File: config.mk
export PLATFORM = sky130hd
export DESIGN_NAME = evm_queue
export DESIGN_NICKNAME = d
export VERILOG_FILES = /design/src/hdl/evm_queue.sv
export SDC_FILE = /design/constraint.sdc
export NUM_CORES = 1
export LEC_CHECK = 0
export BUFFER_PORTS_ARGS = -buffer_cell sky130_fd_sc_hd__clkbuf_2
export CAP_MARGIN = 20
export CORE_MARGIN = 3
export CORE_UTILIZATION = 38
export DETAILED_ROUTE_END_ITERATION = 12
export PLACE_DENSITY = 0.64
export REMOVE_ABC_BUFFERS = 1
export SLEW_MARGIN = 20
export SYNTH_ARGS = -nofsm -noshare
export SYNTH_HDL_FRONTEND = slang
export SYNTH_SLANG_ARGS = --single-unit
File: constraint.sdc
create_clock -name clk -period 13.6 [get_ports clk]
set_input_delay 2.72 -clock clk [delete_from_list [all_inputs] [get_ports clk]]
set_output_delay 2.72 -clock clk [all_outputs]
set_load 0.02 [all_outputs]
File: src/hdl/evm_queue.sv
// Two-entry queue between the front and back ends.
`timescale 1ns / 1ps
module evm_queue #(
	parameter int EW = 210
) (
	input  logic          clk,
	input  logic          arst_n,
	input  logic          in_valid,
	output logic          in_ready,
	input  logic [EW-1:0] in_data,
	output logic          out_valid,
	input  logic          out_ready,
	output logic [EW-1:0] out_data
);

	localparam int DEPTH = 2;
	localparam int AW = $clog2(DEPTH);

	logic [EW-1:0] mem_q [DEPTH];
	logic [AW-1:0] wr_q;
	logic [AW-1:0] rd_q;
	logic [AW:0]   cnt_q;
	logic          push;
	logic          pop;

	assign in_ready = cnt_q != (AW+1)'(DEPTH);
	assign out_valid = cnt_q != '0;
	assign out_data = mem_q[rd_q];
	assign push = in_valid && in_ready;
	assign pop = out_valid && out_ready;

	always_ff @(posedge clk or negedge arst_n) begin
		if (!arst_n) begin
			wr_q <= '0;
			rd_q <= '0;
			cnt_q <= '0;
		end else begin
			if (push) wr_q <= wr_q + 1'b1;
			if (pop) rd_q <= rd_q + 1'b1;
			if (push && !pop) cnt_q <= cnt_q + 1'b1;
			else if (pop && !push) cnt_q <= cnt_q - 1'b1;
		end
	end

	always_ff @(posedge clk) begin
		if (push) mem_q[wr_q] <= in_data;
	end

endmodule

==> results.py <==
metrics = {
    "placement": {
        "portBuffers": 425,
        "hpwl_um": 22000,
        "place_inst": 1607,
        "routabilityCongestion": 0.734,
    },
    "yosys": {
        "synth_area_leaders": "edfxtp_1 82%, mux2_2 15%, buf_6 1.5%",
        "synth_top_cell_area_share_pct": 81.8,
        "synth-seq-cells": 424,
        "syn-mean-instance-area_um2": 23.0,
        "ys_types": 14,
        "yosys_warnings": 0,
        "syn_inst": 671,
        "synth.largest_area_cell": "edfxtp_1",
        "ys_seq_area_share_pct": 82.5,
        "syn_area_um2": 15400,
    },
    "timing": {
        "post-route-period-util_pct": 43.9,
        "relSlewSlack_pct": 30.3,
        "hold_viol": 0,
        "fin_crit_ps": 5970,
        "maxSlewViolCount": 0,
        "final.setup.tns_ps": 0,
        "worst_pin_slew_ps": 1050,
        "clock_skew_ps": 9.49,
        "fmax_ghz": 0.168,
        "setup_viol_count_final": 0,
        "rsz0062_at_grt": "no",
    },
    "setup_path": {
        "r2r_slack_ps": 10610,
        "max_stage_delay_ps": 1090,
        "cp-start-kind": "flip-flop",
        "cp_cell_sequence": "buf_4 -> mux2_2 -> clkbuf_2",
        "critical_path_class": "flip-flop to output pin",
        "required_ps": 10880,
        "slowest_stage": "dfrtp_4",
        "critPathBufInv": 2,
        "end_kind": "output pin",
        "reg2regPathDepth": 4,
        "arrival_ps": 3250,
        "critPathTopFamily": "flip-flops",
        "r2r_start": "cnt_q[0]",
        "r2r-end": "mem_q[1][140]",
        "critPathMaxFanout": 73,
    },
    "hold_path": {
        "min_path_type": "flip-flop to flip-flop",
        "min_to": "cnt_q[1]",
        "hp-start": "cnt_q[1]",
        "hold_path_depth": 1,
    },
    "clock_tree": {
        "cts_root_buffer": "clkbuf_16",
        "ctsResizeCount": 0,
        "clk_path_buf_depth": 3,
        "insertion_delay_ps": 540,
        "path_clk_slew_ps": 60,
        "cts_setup_buffers": 0,
        "htreeDepth": 2,
        "cts_buffers": 43,
        "hold_buffers": 0,
        "clock_sinks": 424,
        "cts_tree": "yes",
    },
    "floorplan": {
        "rows": 73,
        "start_util_pct": 38.6,
        "dieArea_um2": 43000,
        "core_um2": 39900,
        "die_h_um": 207,
        "die_w_um": 207,
        "io_pins": 426,
    },
    "global_routing": {
        "gr-usage-met2_pct": 24.7,
        "grt_pass1_wl_um": 49600,
        "grt_max_degree": 74,
        "grt_overflow": 0,
        "gr-usage-met3_pct": 5.83,
        "grt_busiest_layer": "met2",
        "grt_antenna_before_repair": 3,
        "grt_pass1_vias": 8354,
        "grtUsageMet1_pct": 17.9,
        "grt_use_total_pct": 14.9,
    },
    "detailed_routing": {
        "dr.pass1.iters": 4,
        "drt-wirelength-per-cell_um": 19.5,
        "drt-total-wl_um": 32900,
        "num_vias": 7901,
        "via_per_inst": 4.69,
        "drtIter0Drc": 365,
        "ant_nets": 0,
        "drc": 0,
    },
    "final_layout": {
        "finalNetCount": 1342,
        "fin_cells": 1685,
        "drive_above_1_share_pct": 60.8,
        "fill_cells": 3399,
        "area_delta_synth_final_pct": 26.1,
        "finish.utilization_pct": 48.7,
    },
    "power_and_ir_drop": {
        "leakagePower_nw": 7.31,
        "total_power_mw": 4.45,
        "ir_drop_mv": 0.178,
        "powerDensity_nw_per_um2": 229,
    },
    "job": {
        "cap_violations": 0,
    },
    "outcome": {
        "status": "finished, final reports clean",
    },
}
how the worst max path moves through the flow:
stage | from | depth (start not counted) | to | slack, ps
after global routing | rd_q | 3 | out_data[180] | 7420
after CTS | rd_q | 3 | out_data[15] | 7520
after floorplan | in_valid | 2 | mem_q[0][0] | 1300
after detailed placement | rd_q | 3 | out_data[15] | 8140
final | rd_q | 3 | out_data[27] | 7630
after global placement | rd_q | 3 | out_data[180] | 8110
area by class of cell:
cell class / instances / area, µm² / area share (%)
Sequential cell: 424 / 12700 / 65.4
Multi-Input combinational cell: 223 / 2470 / 12.7
Timing Repair Buffer: 434 / 2190 / 11.3
Clock buffer: 60 / 1190 / 6.13
Tap cell: 525 / 657 / 3.38
Clock inverter: 16 / 200 / 1.03
Antenna cell: 2 / 5.00 / 0.0258
Inverter: 1 / 3.75 / 0.0193
metal layers:
layer	up-vias	share of wire (%)
li1	3610	-
met1	3928	39
met2	297	50
met3	64	8.4
met4	2	2.6
met5	-	0.040
kinds of logic after synthesis:
| family | synth area share [%] |
|---|---|
| xor+xnor | 0.284 |
| fa+ha+maj | 0.0811 |
| buf+inv | 1.62 |
| flops | 82.5 |
| mux | 15.3 |
| simple gates | 0.219 |
sequential cells by signal (all words and copies together), names as in the netlist:
name and count:
rd_q 1, mem_q 420, cnt_q 2, wr_q 1
cell usage in the layout, fill, tap and decap left out, types with 2 or more instances in the layout:
cell | netlist | routed
clkbuf_2 | 0 | 425
edfxtp_1 | 420 | 420
mux2_2 | 210 | 210
clkbuf_16 | 0 | 45
clkbuf_1 | 0 | 14
buf_4 | 0 | 9
clkinv_1 | 0 | 6
bufinv_16 | 0 | 5
clkinv_2 | 0 | 4
xnor2_1 | 3 | 3
dfrtp_1 | 4 | 3
diode_2 | 0 | 2
nand2_1 | 2 | 2
xor2_1 | 2 | 2
where the power goes:
part / switching (mW) / internal (mW) / leakage, nW
sequential: 0.103 / 1.79 / 3.95
clock: 0.458 / 0.705 / 0.674
combinational: 0.872 / 0.521 / 2.68
worst register-to-register path, stage by stage, from the launching register on:
cell	delay, ps
dfrtp_1	400
nand2b_1	170
and3_4	600
buf_4	660
buf_4	750
Yosys cell counts, drive strengths merged:
library cell and number:
xor2 2, mux2 210, dfrtp 4, or2 1
nand2b 1, ha 1, buf 23, xnor2 3
edfxtp 420, and3 1, nand2 2, nor2 2
inv 1
stage by stage:
stage / hold slack [ps] / instance area [µm²] / setup slack [ps]
after floorplan: 456 / 15200 / 1300
after global placement: 471 / 18000 / 8110
after detailed placement: 479 / 18000 / 8140
after CTS: 490 / 19400 / 7520
after global routing: 502 / 19400 / 7420
final: 489 / 19400 / 7630
Power figures use the tool's default switching activity.
